<file path="config.mk">
export PLATFORM = sky130hd
export DESIGN_NAME = wfs_cordic_cell
export DESIGN_NICKNAME = d
export VERILOG_FILES = /design/src/rtl/wall_follow_steering_unit_macros.svh /design/src/rtl/wfs_pkg.sv /design/src/rtl/wfs_cordic_cell.sv
export SDC_FILE = /design/constraint.sdc
export NUM_CORES = 1
export LEC_CHECK = 0
export BUFFER_PORTS_ARGS = -buffer_cell sky130_fd_sc_hd__buf_2
export CORE_UTILIZATION = 57
export CTS_CLUSTER_DIAMETER = 50
export CTS_CLUSTER_SIZE = 10
export DETAILED_ROUTE_END_ITERATION = 10
export PLACE_DENSITY_LB_ADDON = 0.25
export SYNTH_ARGS = -nofsm -noshare
export SYNTH_HDL_FRONTEND = slang
export SYNTH_SLANG_ARGS = --single-unit
</file>
<file path="constraint.sdc">
create_clock -name clk_i -period 6.1 [get_ports clk_i]
set_input_delay 0.61 -clock clk_i [delete_from_list [all_inputs] [get_ports clk_i]]
set_output_delay 0.61 -clock clk_i [all_outputs]
set_load 0.05 [all_outputs]
</file>
<file path="src/rtl/wall_follow_steering_unit_macros.svh">
// Assertion macros for the wall following steering unit.
`ifndef WALL_FOLLOW_STEERING_UNIT_MACROS_SVH
`define WALL_FOLLOW_STEERING_UNIT_MACROS_SVH
`ifndef SYNTHESIS
`define WFS_ASSERT(label, clk, rst_n, prop, msg) \
  label: assert property (@(posedge clk) disable iff (!rst_n) prop) else $error(msg);
`define WFS_ASSERT_RST(label, clk, prop, msg) \
  label: assert property (@(posedge clk) prop) else $error(msg);
`else
`define WFS_ASSERT(label, clk, rst_n, prop, msg)
`define WFS_ASSERT_RST(label, clk, prop, msg)
`endif
`endif

</file>
<file path="src/rtl/wfs_pkg.sv">
package wfs_pkg;

  // Number of entries in the arctangent table; steps beyond it are not run.
  localparam int unsigned TabLen = 20;

  // Width of the CORDIC datapath words.
  localparam int unsigned CordW = 34;
  localparam int unsigned AngW  = 32;

  localparam logic signed [CordW-1:0] InvGainQ30 = 34'sd652032874;
  localparam logic [16:0] FwdOne   = 17'd65536;
  localparam logic [16:0] FwdFifth = 17'd13107;

  typedef enum logic [1:0] {
    MODE_STEEP    = 2'd0,
    MODE_FAR      = 2'd1,
    MODE_TRACKING = 2'd2
  } drive_mode_e;

  typedef enum logic [2:0] {
    REG_SPACING   = 3'd0,
    REG_MAX_ANGLE = 3'd1,
    REG_TARGET    = 3'd2,
    REG_DIST_GAIN = 3'd3,
    REG_ANG_GAIN  = 3'd4,
    REG_SPEED     = 3'd5,
    REG_NEAR_BAND = 3'd6
  } reg_index_e;

  // Per-cell CORDIC state handed from one cell to the next.
  typedef struct packed {
    logic signed [CordW-1:0] vx;
    logic signed [CordW-1:0] vy;
    logic signed [AngW-1:0]  vz;
    logic signed [CordW-1:0] rx;
    logic signed [CordW-1:0] ry;
    logic signed [AngW-1:0]  rz;
    logic [16:0]             dsum;
  } cord_t;

  // Arctangent table, Q30 radians.
  function automatic logic signed [AngW-1:0] atan_q30(input logic [4:0] idx);
    logic signed [AngW-1:0] r;
    begin
      case (idx)
        5'd0: r = 32'sd843314857;
        5'd1: r = 32'sd497837829;
        5'd2: r = 32'sd263043837;
        5'd3: r = 32'sd133525159;
        5'd4: r = 32'sd67021687;
        5'd5: r = 32'sd33543516;
        5'd6: r = 32'sd16775851;
        5'd7: r = 32'sd8388437;
        5'd8: r = 32'sd4194283;
        5'd9: r = 32'sd2097149;
        5'd10: r = 32'sd1048576;
        5'd11: r = 32'sd524288;
        5'd12: r = 32'sd262144;
        5'd13: r = 32'sd131072;
        5'd14: r = 32'sd65536;
        5'd15: r = 32'sd32768;
        5'd16: r = 32'sd16384;
        5'd17: r = 32'sd8192;
        5'd18: r = 32'sd4096;
        5'd19: r = 32'sd2048;
        default: r = '0;
      endcase
      return r;
    end
  endfunction

endpackage

</file>
<file path="src/rtl/wfs_cordic_cell.sv">
// One CORDIC cell: a vectoring step and a rotation step on the same item.
// The rotation cell at this position uses the angle the vectoring pass
// produced once all vectoring steps are done, so the rotation chain lags.
module wfs_cordic_cell #(
  parameter int unsigned Shift = 0
) (
  input  logic          clk_i,
  input  logic          en_i,
  input  wfs_pkg::cord_t cell_i,
  output wfs_pkg::cord_t cell_o
);
  import wfs_pkg::*;

  cord_t cell_d, cell_q;
  logic signed [AngW-1:0] atan_w;

  assign atan_w = atan_q30(5'(Shift));

  // Micro-rotation on both vector pairs.
  always_comb begin
    cell_d = cell_i;
    if (cell_i.vy >= 0) begin
      cell_d.vx = cell_i.vx + (cell_i.vy >>> Shift);
      cell_d.vy = cell_i.vy - (cell_i.vx >>> Shift);
      cell_d.vz = cell_i.vz + atan_w;
    end else begin
      cell_d.vx = cell_i.vx - (cell_i.vy >>> Shift);
      cell_d.vy = cell_i.vy + (cell_i.vx >>> Shift);
      cell_d.vz = cell_i.vz - atan_w;
    end
    if (cell_i.rz >= 0) begin
      cell_d.rx = cell_i.rx - (cell_i.ry >>> Shift);
      cell_d.ry = cell_i.ry + (cell_i.rx >>> Shift);
      cell_d.rz = cell_i.rz - atan_w;
    end else begin
      cell_d.rx = cell_i.rx + (cell_i.ry >>> Shift);
      cell_d.ry = cell_i.ry - (cell_i.rx >>> Shift);
      cell_d.rz = cell_i.rz + atan_w;
    end
  end

  always_ff @(posedge clk_i) begin
    if (en_i) begin
      cell_q <= cell_d;
    end
  end

  assign cell_o = cell_q;
endmodule

</file>
==> results.py <==
metrics = {
    "power": {
        "static-leakage-power_nw": 11.1,
        "power.share.switching_pct": 42.0,
        "ir_worst_vdd_uv": 213,
        "switchingPower_mw": 2.88,
        "share_comb_of_total_power_pct": 41.9,
        "clock_power_share_pct": 28.6,
        "share_of_power_burned_in_registers_pct": 29.5,
        "cellInternalPower_mw": 3.98,
        "p_per_area_nw_per_um2": 273,
    },
    "synthesis": {
        "synthesis.yosys.warnings": 0,
        "postSynthNetCount": 2994,
        "synth_top_area_cell": "sky130_fd_sc_hd__edfxtp_1",
        "synth_area_per_cell_um2": 8.55,
        "netlist_instances": 2522,
        "async_flop_share_pct": 0,
        "synth_cell_type_count": 84,
        "yosys.area.top_type_share_pct": 29.9,
        "synth_top_flop_cell": "sky130_fd_sc_hd__edfxtp_1",
        "share_of_the_yosys_chip_area_belonging_to_registers_pct": 29.9,
        "synth_area_um2": 21600,
        "synth_edf_count": 215,
        "synth_area_leaders": "sky130_fd_sc_hd__edfxtp_1 30%, sky130_fd_sc_hd__ha_1 14%, sky130_fd_sc_hd__a21oi_1 6.9%",
        "synth-seq-cells": 215,
    },
    "grt": {
        "first_global_vias": 20100,
        "grt_first_pass_wirelength_um": 107000,
        "maximum_number_of_pins_on_one_net_before_global_route_repair": 107,
        "track_usage_pct": 35.0,
        "initial_antenna_violation_count": 20,
        "global_route_total_overflow": 0,
    },
    "cells_and_area": {
        "largest_reg_flops": 215,
        "num-fill-cells": 3080,
        "drive_gt1_share_pct": 18.5,
        "area_growth_syn_to_layout_pct": 16.4,
        "final_cell_count_no_fill": 3418,
        "mostFrequentLayoutCells": "432 x sky130_fd_sc_hd__buf_2, 297 x sky130_fd_sc_hd__a21oi_1, 246 x sky130_fd_sc_hd__ha_1",
        "finish.net_count": 3351,
        "mostFrequentLayoutCell": "sky130_fd_sc_hd__buf_2",
    },
    "timing": {
        "relSlewSlack_pct": 33.9,
        "min_period_over_period_pct": 66.2,
        "timing_worst_slew_pin_value_ns": 0.979,
        "max_clock_freq_mhz": 248,
        "drv_slew": 0,
        "final.setup.tns_ns": 0,
        "fin_crit_ns": 4.04,
        "fin_worst_hold_slack_ns": 0.235,
        "rsz0062_at_grt": "false",
        "timing_hold_violations_final": 0,
        "report.final.setup_viol": 0,
    },
    "critical_path": {
        "worstPathRequired_ns": 6.40,
        "timing_worst_setup_path_type": "in -> reg",
        "critical_path_peak_fanout": 63,
        "cp-start-kind": "primary input",
        "worstPathArrival_ns": 4.33,
        "worstSetupEndpointType": "flop",
    },
    "clock_network": {
        "clock_sinks": 215,
        "root_buffer_master": "sky130_fd_sc_hd__clkbuf_16",
        "clkSlewWorstSetupHoldPaths_ns": 0.05,
        "tritoncts.num_buffers": 36,
        "max-clock-path-buffers": 3,
        "postCtsSetupBuffers": 0,
        "cts-htree-levels": 2,
        "hold_buffers": 0,
        "cts.repair.resized": 0,
        "tritoncts": "built",
    },
    "routing": {
        "via_count": 21100,
        "drt_iter0_markers": 1794,
        "firstDrtPassIters": 6,
        "avgViaCountPerCell": 6.16,
        "final_antenna_net_count": 0,
        "routed_wirelength_um": 69300,
        "drt_drc_violations_left": 0,
        "post_drt_wl_per_cell_um": 20.3,
    },
    "min_path": {
        "worst_hold_path_type": "in -> reg",
        "hold-path-endpoint": "cell_o[9]",
        "min-delay-start": "cell_i[9]",
        "whs_path_depth": 1,
    },
    "placed_design": {
        "dpl.hpwl_um": 53200,
        "finalWeightedCongestion": 1.01,
        "port-buffer-count": 435,
        "dpl.cell_count": 3345,
    },
    "floorplanning": {
        "core.rowCount": 70,
        "floorplan.initialDensity_pct": 58.4,
        "io_pins": 436,
        "design.die.area_um2": 38600,
        "chipWidth_um": 197,
        "fp.coreArea_um2": 37000,
        "fp.dieH_um": 197,
    },
    "run": {
        "cap_viol_max_count": 0,
    },
    "status": {
        "status": "complete, no violations",
    },
}
==> cell type report <==
class,count,area (um2),share of cell area [%]
Clock buffer,40,937,3.73
Sequential cell,215,6460,25.7
Tap cell,504,631,2.51
Antenna cell,13,32.5,0.130
Timing Repair Buffer,443,2250,8.97
Clock inverter,20,196,0.783
Multi-Input combinational cell,1945,13700,54.6
Inverter,238,893,3.56
==> logic make-up (layout without fill, tap and decap cells) <==
| kind of cell | count (synthesis) | in the layout | share of synthesized area, % |
|---|---|---|---|
| compound gates | 866 | 866 | 25.6 |
| simple gates | 597 | 597 | 13.5 |
| buf+inv | 362 | 741 | 6.56 |
| fa+ha+maj | 256 | 256 | 15.1 |
| flops | 215 | 215 | 29.9 |
| xor+xnor | 195 | 195 | 7.92 |
| mux | 31 | 31 | 1.45 |
| other cells | 0 | 13 | 0 |
==> how the worst max path moves through the flow <==
stage | start | to | cells after the start
2_1_floorplan | cell_i[182] | cell_o[145] | 17
4_1_cts | cell_i[182] | cell_o[147] | 12
6_report | cell_i[182] | cell_o[147] | 12
3_3_place_gp | cell_i[182] | cell_o[147] | 12
3_5_place_dp | cell_i[182] | cell_o[147] | 12
5_1_grt | cell_i[182] | cell_o[147] | 12
==> metal layers <==
metal,GRT usage (%),vias to the layer above,wire length (um)
met1,43.4,9844,27300
met2,58.4,1090,32600
met5,0,-,124
li1,-,9889,-
met4,15.9,18,3130
met3,7.36,219,6120
==> cell usage after synthesis (14+ instances only) <==
library cell and number:
sky130_fd_sc_hd__nor2b_1 23, sky130_fd_sc_hd__nand2b_1 41, sky130_fd_sc_hd__nand3_1 43, sky130_fd_sc_hd__buf_2 23, sky130_fd_sc_hd__o21bai_1 55, sky130_fd_sc_hd__o22ai_1 16, sky130_fd_sc_hd__or3_1 19, sky130_fd_sc_hd__nor2_1 190
sky130_fd_sc_hd__o211ai_1 23, sky130_fd_sc_hd__nand4_1 25, sky130_fd_sc_hd__a21o_1 64, sky130_fd_sc_hd__xor2_1 34, sky130_fd_sc_hd__a31oi_1 14, sky130_fd_sc_hd__o31ai_1 19, sky130_fd_sc_hd__nor4_1 17, sky130_fd_sc_hd__clkbuf_1 78
sky130_fd_sc_hd__xnor2_1 161, sky130_fd_sc_hd__nor3_1 52, sky130_fd_sc_hd__inv_1 230, sky130_fd_sc_hd__o21ai_0 172, sky130_fd_sc_hd__edfxtp_1 215, sky130_fd_sc_hd__nand2_1 124, sky130_fd_sc_hd__ha_1 246, sky130_fd_sc_hd__and3_1 14
sky130_fd_sc_hd__mux2i_1 29, sky130_fd_sc_hd__a21oi_1 297, sky130_fd_sc_hd__buf_1 18, sky130_fd_sc_hd__a211oi_1 30, sky130_fd_sc_hd__o21a_1 22
==> critical path, cell delays in order <==
cell                        delay, ns
sky130_fd_sc_hd__buf_4           0.53
sky130_fd_sc_hd__inv_2           0.47
sky130_fd_sc_hd__ha_1            0.40
sky130_fd_sc_hd__o41a_1          0.43
sky130_fd_sc_hd__o2111ai_1       0.25
sky130_fd_sc_hd__o221ai_1        0.31
sky130_fd_sc_hd__a21oi_1         0.28
sky130_fd_sc_hd__a311oi_1        0.14
sky130_fd_sc_hd__a211oi_2        0.33
sky130_fd_sc_hd__o21ai_1         0.14
sky130_fd_sc_hd__a221oi_1        0.30
sky130_fd_sc_hd__xnor2_1         0.09
==> through the flow <==
stage	util (%)	area (um2)	worst slack (ns)	total power, mW
2_1_floorplan	-	21600	1.38	4.13
3_3_place_gp	64.7	23900	1.70	4.83
3_5_place_dp	64.7	23900	1.62	4.87
4_1_cts	67.8	25100	2.17	6.85
5_1_grt	67.9	25100	1.81	7.14
6_report	67.9	25100	2.06	6.86
==> power groups by stage <==
| stage | Clock [mW] | Combinational [mW] | Sequential (mW) |
|---|---|---|---|
| floorplan | 0 | 1.25 | 2.88 |
| finish | 1.97 | 2.87 | 2.02 |
| detailed placement | 0 | 2.82 | 2.05 |
| global placement | 0 | 2.79 | 2.05 |
| global route | 2.04 | 3.06 | 2.04 |
| CTS | 1.99 | 2.84 | 2.02 |
Note: power is estimated with default switching activity, not from simulation.
