### config.mk
export PLATFORM = sky130hd
export DESIGN_NAME = wfs_post
export DESIGN_NICKNAME = d
export VERILOG_FILES = /design/src/rtl/wall_follow_steering_unit_macros.svh /design/src/rtl/wfs_pkg.sv /design/src/rtl/wfs_post.sv
export SDC_FILE = /design/constraint.sdc
export NUM_CORES = 2
export LEC_CHECK = 0
export BUFFER_PORTS_ARGS = -buffer_cell sky130_fd_sc_hd__buf_2
export CAP_MARGIN = 20
export CORE_UTILIZATION = 25
export CTS_CLUSTER_SIZE = 8
export DETAILED_ROUTE_END_ITERATION = 8
export HOLD_SLACK_MARGIN = 0.12
export PLACE_DENSITY_LB_ADDON = 0.12
export SETUP_SLACK_MARGIN = 0.5
export SYNTH_ARGS = -nofsm -noshare
export SYNTH_HDL_FRONTEND = slang
export SYNTH_SLANG_ARGS = --single-unit
### constraint.sdc
create_clock -name clk_i -period 15.91 [get_ports clk_i]
set_clock_uncertainty 0.05 [all_clocks]
set_input_delay 3.182 -clock clk_i [delete_from_list [all_inputs] [get_ports clk_i]]
set_output_delay 3.182 -clock clk_i [all_outputs]
set_load 0.005 [all_outputs]
### src/rtl/wall_follow_steering_unit_macros.svh
// Assertion macros for the wall following steering unit.
`ifndef WALL_FOLLOW_STEERING_UNIT_MACROS_SVH
`define WALL_FOLLOW_STEERING_UNIT_MACROS_SVH
`ifndef SYNTHESIS
`define WFS_ASSERT(label, clk, rst_n, prop, msg) \
  label: assert property (@(posedge clk) disable iff (!rst_n) prop) else $error(msg);
`define WFS_ASSERT_RST(label, clk, prop, msg) \
  label: assert property (@(posedge clk) prop) else $error(msg);
`else
`define WFS_ASSERT(label, clk, rst_n, prop, msg)
`define WFS_ASSERT_RST(label, clk, prop, msg)
`endif
`endif

### src/rtl/wfs_pkg.sv
package wfs_pkg;

  // Number of entries in the arctangent table; steps beyond it are not run.
  localparam int unsigned TabLen = 20;

  // Width of the CORDIC datapath words.
  localparam int unsigned CordW = 34;
  localparam int unsigned AngW  = 32;

  localparam logic signed [CordW-1:0] InvGainQ30 = 34'sd652032874;
  localparam logic [16:0] FwdOne   = 17'd65536;
  localparam logic [16:0] FwdFifth = 17'd13107;

  typedef enum logic [1:0] {
    MODE_STEEP    = 2'd0,
    MODE_FAR      = 2'd1,
    MODE_TRACKING = 2'd2
  } drive_mode_e;

  typedef enum logic [2:0] {
    REG_SPACING   = 3'd0,
    REG_MAX_ANGLE = 3'd1,
    REG_TARGET    = 3'd2,
    REG_DIST_GAIN = 3'd3,
    REG_ANG_GAIN  = 3'd4,
    REG_SPEED     = 3'd5,
    REG_NEAR_BAND = 3'd6
  } reg_index_e;

  // Per-cell CORDIC state handed from one cell to the next.
  typedef struct packed {
    logic signed [CordW-1:0] vx;
    logic signed [CordW-1:0] vy;
    logic signed [AngW-1:0]  vz;
    logic signed [CordW-1:0] rx;
    logic signed [CordW-1:0] ry;
    logic signed [AngW-1:0]  rz;
    logic [16:0]             dsum;
  } cord_t;

  // Arctangent table, Q30 radians.
  function automatic logic signed [AngW-1:0] atan_q30(input logic [4:0] idx);
    logic signed [AngW-1:0] r;
    begin
      case (idx)
        5'd0: r = 32'sd843314857;
        5'd1: r = 32'sd497837829;
        5'd2: r = 32'sd263043837;
        5'd3: r = 32'sd133525159;
        5'd4: r = 32'sd67021687;
        5'd5: r = 32'sd33543516;
        5'd6: r = 32'sd16775851;
        5'd7: r = 32'sd8388437;
        5'd8: r = 32'sd4194283;
        5'd9: r = 32'sd2097149;
        5'd10: r = 32'sd1048576;
        5'd11: r = 32'sd524288;
        5'd12: r = 32'sd262144;
        5'd13: r = 32'sd131072;
        5'd14: r = 32'sd65536;
        5'd15: r = 32'sd32768;
        5'd16: r = 32'sd16384;
        5'd17: r = 32'sd8192;
        5'd18: r = 32'sd4096;
        5'd19: r = 32'sd2048;
        default: r = '0;
      endcase
      return r;
    end
  endfunction

endpackage

### src/rtl/wfs_post.sv
// Gating and wheel mixing, five pipeline stages after the CORDIC chains.
module wfs_post (
  input  logic                 clk_i,
  input  logic                 en_i,
  input  logic signed [31:0]   z_i,
  input  logic signed [33:0]   cos_i,
  input  logic [16:0]          dsum_i,
  input  logic [13:0]          max_angle_i,
  input  logic [15:0]          target_i,
  input  logic [15:0]          dgain_i,
  input  logic [15:0]          again_i,
  input  logic [14:0]          speed_i,
  input  logic [15:0]          band_i,
  output logic signed [15:0]   right_o,
  output logic signed [15:0]   left_o,
  output logic [1:0]           mode_o
);
  import wfs_pkg::*;

  // Stage A: angle, cosine, distance product.
  logic signed [31:0] zr;
  logic signed [33:0] cr;
  logic signed [15:0] theta_d, theta_q;
  logic [15:0] cos_d;
  logic [32:0] prod_d, prod_q;

  always_comb begin
    zr = z_i + 32'sd65536;
    theta_d = -16'(zr >>> 17);
    cr = (cos_i + 34'sd65536) >>> 17;
    cos_d = cr[33] ? 16'd0 : cr[15:0];
    prod_d = 33'(dsum_i) * 33'(cos_d);
  end

  always_ff @(posedge clk_i) begin
    if (en_i) begin
      theta_q <= theta_d;
      prod_q <= prod_d;
    end
  end

  // Stage B: distance, error and gating.
  logic [33:0] dr;
  logic [16:0] wall_dist;
  logic signed [17:0] err_d, err_q, abs_err;
  logic [15:0] abs_theta;
  logic [16:0] fwd_d, fwd_q;
  logic turn_d, turn_q;
  logic [1:0] mode_d, mode_q1, mode_q2;
  logic signed [15:0] theta_q2;

  always_comb begin
    dr = (34'(prod_q) + 34'd8192) >> 14;
    wall_dist = (dr > 34'd65535) ? 17'd65535 : dr[16:0];
    err_d = 18'(signed'({1'b0, wall_dist})) - 18'(signed'({2'b00, target_i}));
    abs_err = err_d[17] ? -err_d : err_d;
    abs_theta = theta_q[15] ? 16'(-theta_q) : 16'(theta_q);
    if (abs_theta > {2'b00, max_angle_i}) begin
      fwd_d = FwdFifth; turn_d = 1'b1; mode_d = MODE_STEEP;
    end else if (abs_err > 18'(signed'({2'b00, band_i}))) begin
      fwd_d = FwdOne; turn_d = 1'b0; mode_d = MODE_FAR;
    end else begin
      fwd_d = FwdOne; turn_d = 1'b1; mode_d = MODE_TRACKING;
    end
  end

  always_ff @(posedge clk_i) begin
    if (en_i) begin
      err_q <= err_d;
      fwd_q <= fwd_d;
      turn_q <= turn_d;
      mode_q1 <= mode_d;
      theta_q2 <= theta_q;
    end
  end

  // Stage C: gain products (Q20 err*Kd, Q25 theta*Ka, Q8 speed).
  logic signed [34:0] kd_d, kd_q;
  logic signed [32:0] ka_d, ka_q;
  logic [16:0] fwd_q2;
  logic [14:0] spd_q;

  always_comb begin
    kd_d = 35'(err_q) * 35'(signed'({1'b0, dgain_i}));
    ka_d = turn_q ? 33'(theta_q2) * 33'(signed'({1'b0, again_i})) : 33'sd0;
  end

  always_ff @(posedge clk_i) begin
    if (en_i) begin
      kd_q <= kd_d;
      ka_q <= ka_d;
      fwd_q2 <= fwd_q;
      spd_q <= speed_i;
      mode_q2 <= mode_q1;
    end
  end

  // Stage D: forward scaling products.
  logic signed [52:0] kdf_d, kdf_q;
  logic signed [52:0] vf_d, vf_q;
  logic signed [52:0] ka36_q;
  logic [1:0] mode_q3;

  always_comb begin
    kdf_d = 53'(kd_q) * 53'(signed'({1'b0, fwd_q2}));
    vf_d = 53'(signed'({1'b0, spd_q})) * 53'(signed'({1'b0, fwd_q2}));
  end

  always_ff @(posedge clk_i) begin
    if (en_i) begin
      kdf_q <= kdf_d;
      vf_q <= vf_d <<< 12;
      ka36_q <= 53'(ka_q) <<< 11;
      mode_q3 <= mode_q2;
    end
  end

  // Stage E: mix, round and saturate.
  logic signed [54:0] w, rsum, lsum;
  logic signed [54:0] rr, lr;
  logic signed [15:0] right_d, left_d;

  function automatic logic signed [15:0] sat16(input logic signed [54:0] v);
    begin
      if (v > 55'sd32767) return 16'sh7fff;
      else if (v < -55'sd32768) return 16'sh8000;
      else return v[15:0];
    end
  endfunction

  always_comb begin
    w = 55'(kdf_q) - 55'(ka36_q);
    rsum = w - 55'(vf_q);
    lsum = -55'(vf_q) - w;
    rr = (rsum + 55'sd134217728) >>> 28;
    lr = (lsum + 55'sd134217728) >>> 28;
    right_d = sat16(rr);
    left_d = sat16(lr);
  end

  always_ff @(posedge clk_i) begin
    if (en_i) begin
      right_o <= right_d;
      left_o <= left_d;
      mode_o <= mode_q3;
    end
  end
endmodule

==> impl_summary.md <==
Drt
Dividing the detail-routed via count by the number of cells gives 4.37. Dividing the detail-routed wire length by the instance count gives 17.0 microns. The number of iterations in the first detailed-routing pass is 5.

Across all layers, the routed design uses 45,600 vias. After detailed routing, the number of remaining DRC violations is 0. The number of DRC violations after detailed-routing iteration 0 is 1,543. Wires add up to 178,000 microns. The antenna violation net count after detailed routing is 0.

Place
The HPWL reported at the end of detailed placement is 149,000 microns. Timing analysis after detailed placement gives a worst setup slack of 3.88 ns. The placer's final routability congestion estimate is 0.813. The count of buffers added on input and output ports is 179.

CTS
Hold repair after CTS inserted 0 buffers. After clock tree synthesis, the clock-pin slew on the worst setup and hold paths is 0.05 ns. TritonCTS built the clock tree. The buffer cell driving the clock tree root is clkbuf_16. Clock tree synthesis inserted a total of 53 buffers.

The H-tree was split into 2 levels. The longest clock path from root to sink contains 3 buffers. The number of sinks on the clock net is ~320.

Gates resized during post-CTS repair numbered 0. The clock latency of the later-clocked register in the worst-skew pair is 0.69 ns. Once the clock tree was built, the setup fixing pass inserted 0 buffers.

Logic synthesis
The synthesized design contains around 320 enable-type register cells. The number of synthesized register bits is about 320. For this run, the register share of the synthesized area comes to 0.146. The cell count after synthesis is between 6,000 and 7,000. For this run, the number of Yosys warnings is 0.

A synthesized cell averages slightly above 9 sq um. The unique cell type count in the Yosys netlist is 82. Yosys attributes the largest share of cell area to fa_1 (31%), ha_1 (18%), edfxtp_1 (15%), inv_1 (9.5%), and2_1 (4.3%). For this run, the leading register cell type out of synthesis is edfxtp_1.

The cell area that synthesis handed to floorplanning was around 65,000 sq um. The leading area contributor after synthesis is fa_1. The area fraction of the dominant cell type after synthesis is 0.306. The number of nets produced by synthesis is 9,039. For this run, asynchronously set or reset flops after synthesis account for 0.

Hold path
In this run the most critical hold path is launched from ka_q[7]. The cell depth of the worst min-delay path is 0. In this run the worst hold path is classified as flop to flop.

Floorplan
In this run the count of I/O pins placed on the die edge is 212. The die is 511 microns wide. The die covers 261,000 sq um. For this configuration, the core starts out at a cell density of 0.252. The height of the chip is 511 microns. The cell row count is 186. The area of the core is 257,000 sq um.

Layout
The final-layout fill cell count is 27,700. The layout cell share with drive strength beyond 1 is 0.0460. The multi-input combinational cell area is roughly 49,000 sq um.

Compared with the post-synthesis result, the final layout area differs by 9.89%. At the end of the flow, the number of nets in the layout was 9,149. The library cell used most frequently in the layout, excluding fill and tap cells, is inv_1.

Leaving out fill and tap cells, the most frequent cells in the layout are inv_1 (1,641), fa_1 (992), ha_1 (939), nand2_1 (645), and2_1 (445). The total area of sequential cells is 9490 sq um.

Worst setup path
STA classifies the critical path startpoint as a primary input. The data arrival at the endpoint of the critical path is 11.45 ns. The largest single stage delay on the critical path is 0.75 ns. On the critical path, the stage with the largest delay is an instance of nor2_2. The worst register-to-register path has a depth of 23.

In this run the critical register-to-register path is launched from fwd_q2[13]. The type of element capturing the critical path is a flop. The worst setup path is of the primary input to flop kind. Along the worst path, the maximum fanout reaches 17. For the worst setup path, the data required time is 16.25 ns. The critical path starts at cos_i[18]. The most numerous cell type found on the critical path is fa_1.

STA
The maximum operating frequency is 90.1 MHz. Adding up every negative setup slack in the final design gives 0 ns. The final-report hold violation count was 0.

The number of setup violations in the final report is 0. The fraction of the cycle the final worst path needs is 0.698. The worst path in the final design needs a cycle of 11.10 ns, including I/O delays and setup. Setup repair after global routing left no endpoint under its margin. The pin slew with the least headroom to its limit is 1.07 ns. The worst slew margin relative to its limit is 0.289. The count of pins over their slew limit was 0.

The final worst-path setup slack is 4.81 ns.

Global route
The pin count of the biggest net entering global routing is 163. In the global route stage, overall resource usage came out at 0.139. The via count of the first global-routing pass is 50,600.

The number of antenna violations at the first check in global routing is 12. The first global-routing pass estimated 288,000 microns of wire. After global routing the overflow that remains totals 0.

Status
The flow ran to the end, and the final reports show no timing, DRC or antenna violations.

Job
The max-capacitance violation count is 0.
synthesized netlist by cell type, drive strengths merged, types with 63 or more instances:
cell,n
ha,939
o21ai,130
nand3,63
and2,446
xor2,106
fa,992
inv,1641
a21oi,248
clkbuf,146
nor2,217
a21o,161
edfxtp,316
xnor2,211
nand2,645
layer usage:
| layer | global-route usage | part of all wire | up-vias |
|---|---|---|---|
| li1 | - | - | 22100 |
| met1 | 0.186 | 0.47 | 22900 |
| met2 | 0.244 | 0.49 | 478 |
| met3 | 0.0136 | 0.025 | 146 |
| met4 | 0.0236 | 0.015 | 14 |
| met5 | 0 | 0.00047 | - |
worst max-delay path, delay by kind of cell:
kind	cells	cell delay [ns]
adders and majority gates	7	3.38
xor gates and xnor gates	2	0.31
buffers and inverters	7	0.63
and+or+nand+nor	7	2.08
AOI/OAI and AO/OA	7	1.84
registers in the layout (all words and copies together), names as in the netlist, 15 cells and up:
| name | cells |
|---|---|
| kd_q | 35 |
| kdf_q | 53 |
| vf_q | 32 |
| right_o | 16 |
| spd_q | 15 |
| ka36_q | 33 |
| ka_q | 33 |
| prod_q | 20 |
| theta_q | 16 |
| left_o | 16 |
| err_q | 18 |
| theta_q2 | 16 |
final timing paths:
| kind | end | slack (ns) |
|---|---|---|
| worst min register to register | ka36_q[18] | 0.35 |
| worst min-delay path | ka36_q[18] | 0.35 |
| worst max-delay path | prod_q[32] | 4.81 |
| worst max register to register | kdf_q[52] | 7.83 |
stage by stage:
stage	hold slack, ns	std cells	area, sq um	util
floorplan	0.350	6930	64900	-
global placement	0.351	10400	69700	0.271
detailed placement	0.355	10400	69700	0.271
CTS	0.349	10400	71300	0.277
global route	0.348	10400	71300	0.277
finish	0.352	10500	71300	0.277
layout make-up:
type	count	share of cell area
multi-input cells	4820	0.683
flip-flops and latches	316	0.133
inverters	1642	0.0865
well taps	3384	0.0594
clock buffers	57	0.0188
repair buffers	207	0.0158
clock inverters	22	0.00358
diodes	6	0.000211
cells by family (layout without fill, tap and decap cells):
kind of cell / Yosys count / count (layout) / synth area share
adders and majority gates: 1931 / 1931 / 0.487
buffers and inverters: 1794 / 1928 / 0.104
and+or+nand+nor: 1704 / 1704 / 0.130
AOI/OAI and AO/OA: 861 / 861 / 0.0880
xor gates and xnor gates: 317 / 317 / 0.0428
DFF: 316 / 316 / 0.146
muxes: 7 / 7 / 0.00129
other: 0 / 6 / 0
Power is not shown: default switching activity piles up to over one toggle a cycle in this logic, so the estimate is an artifact.
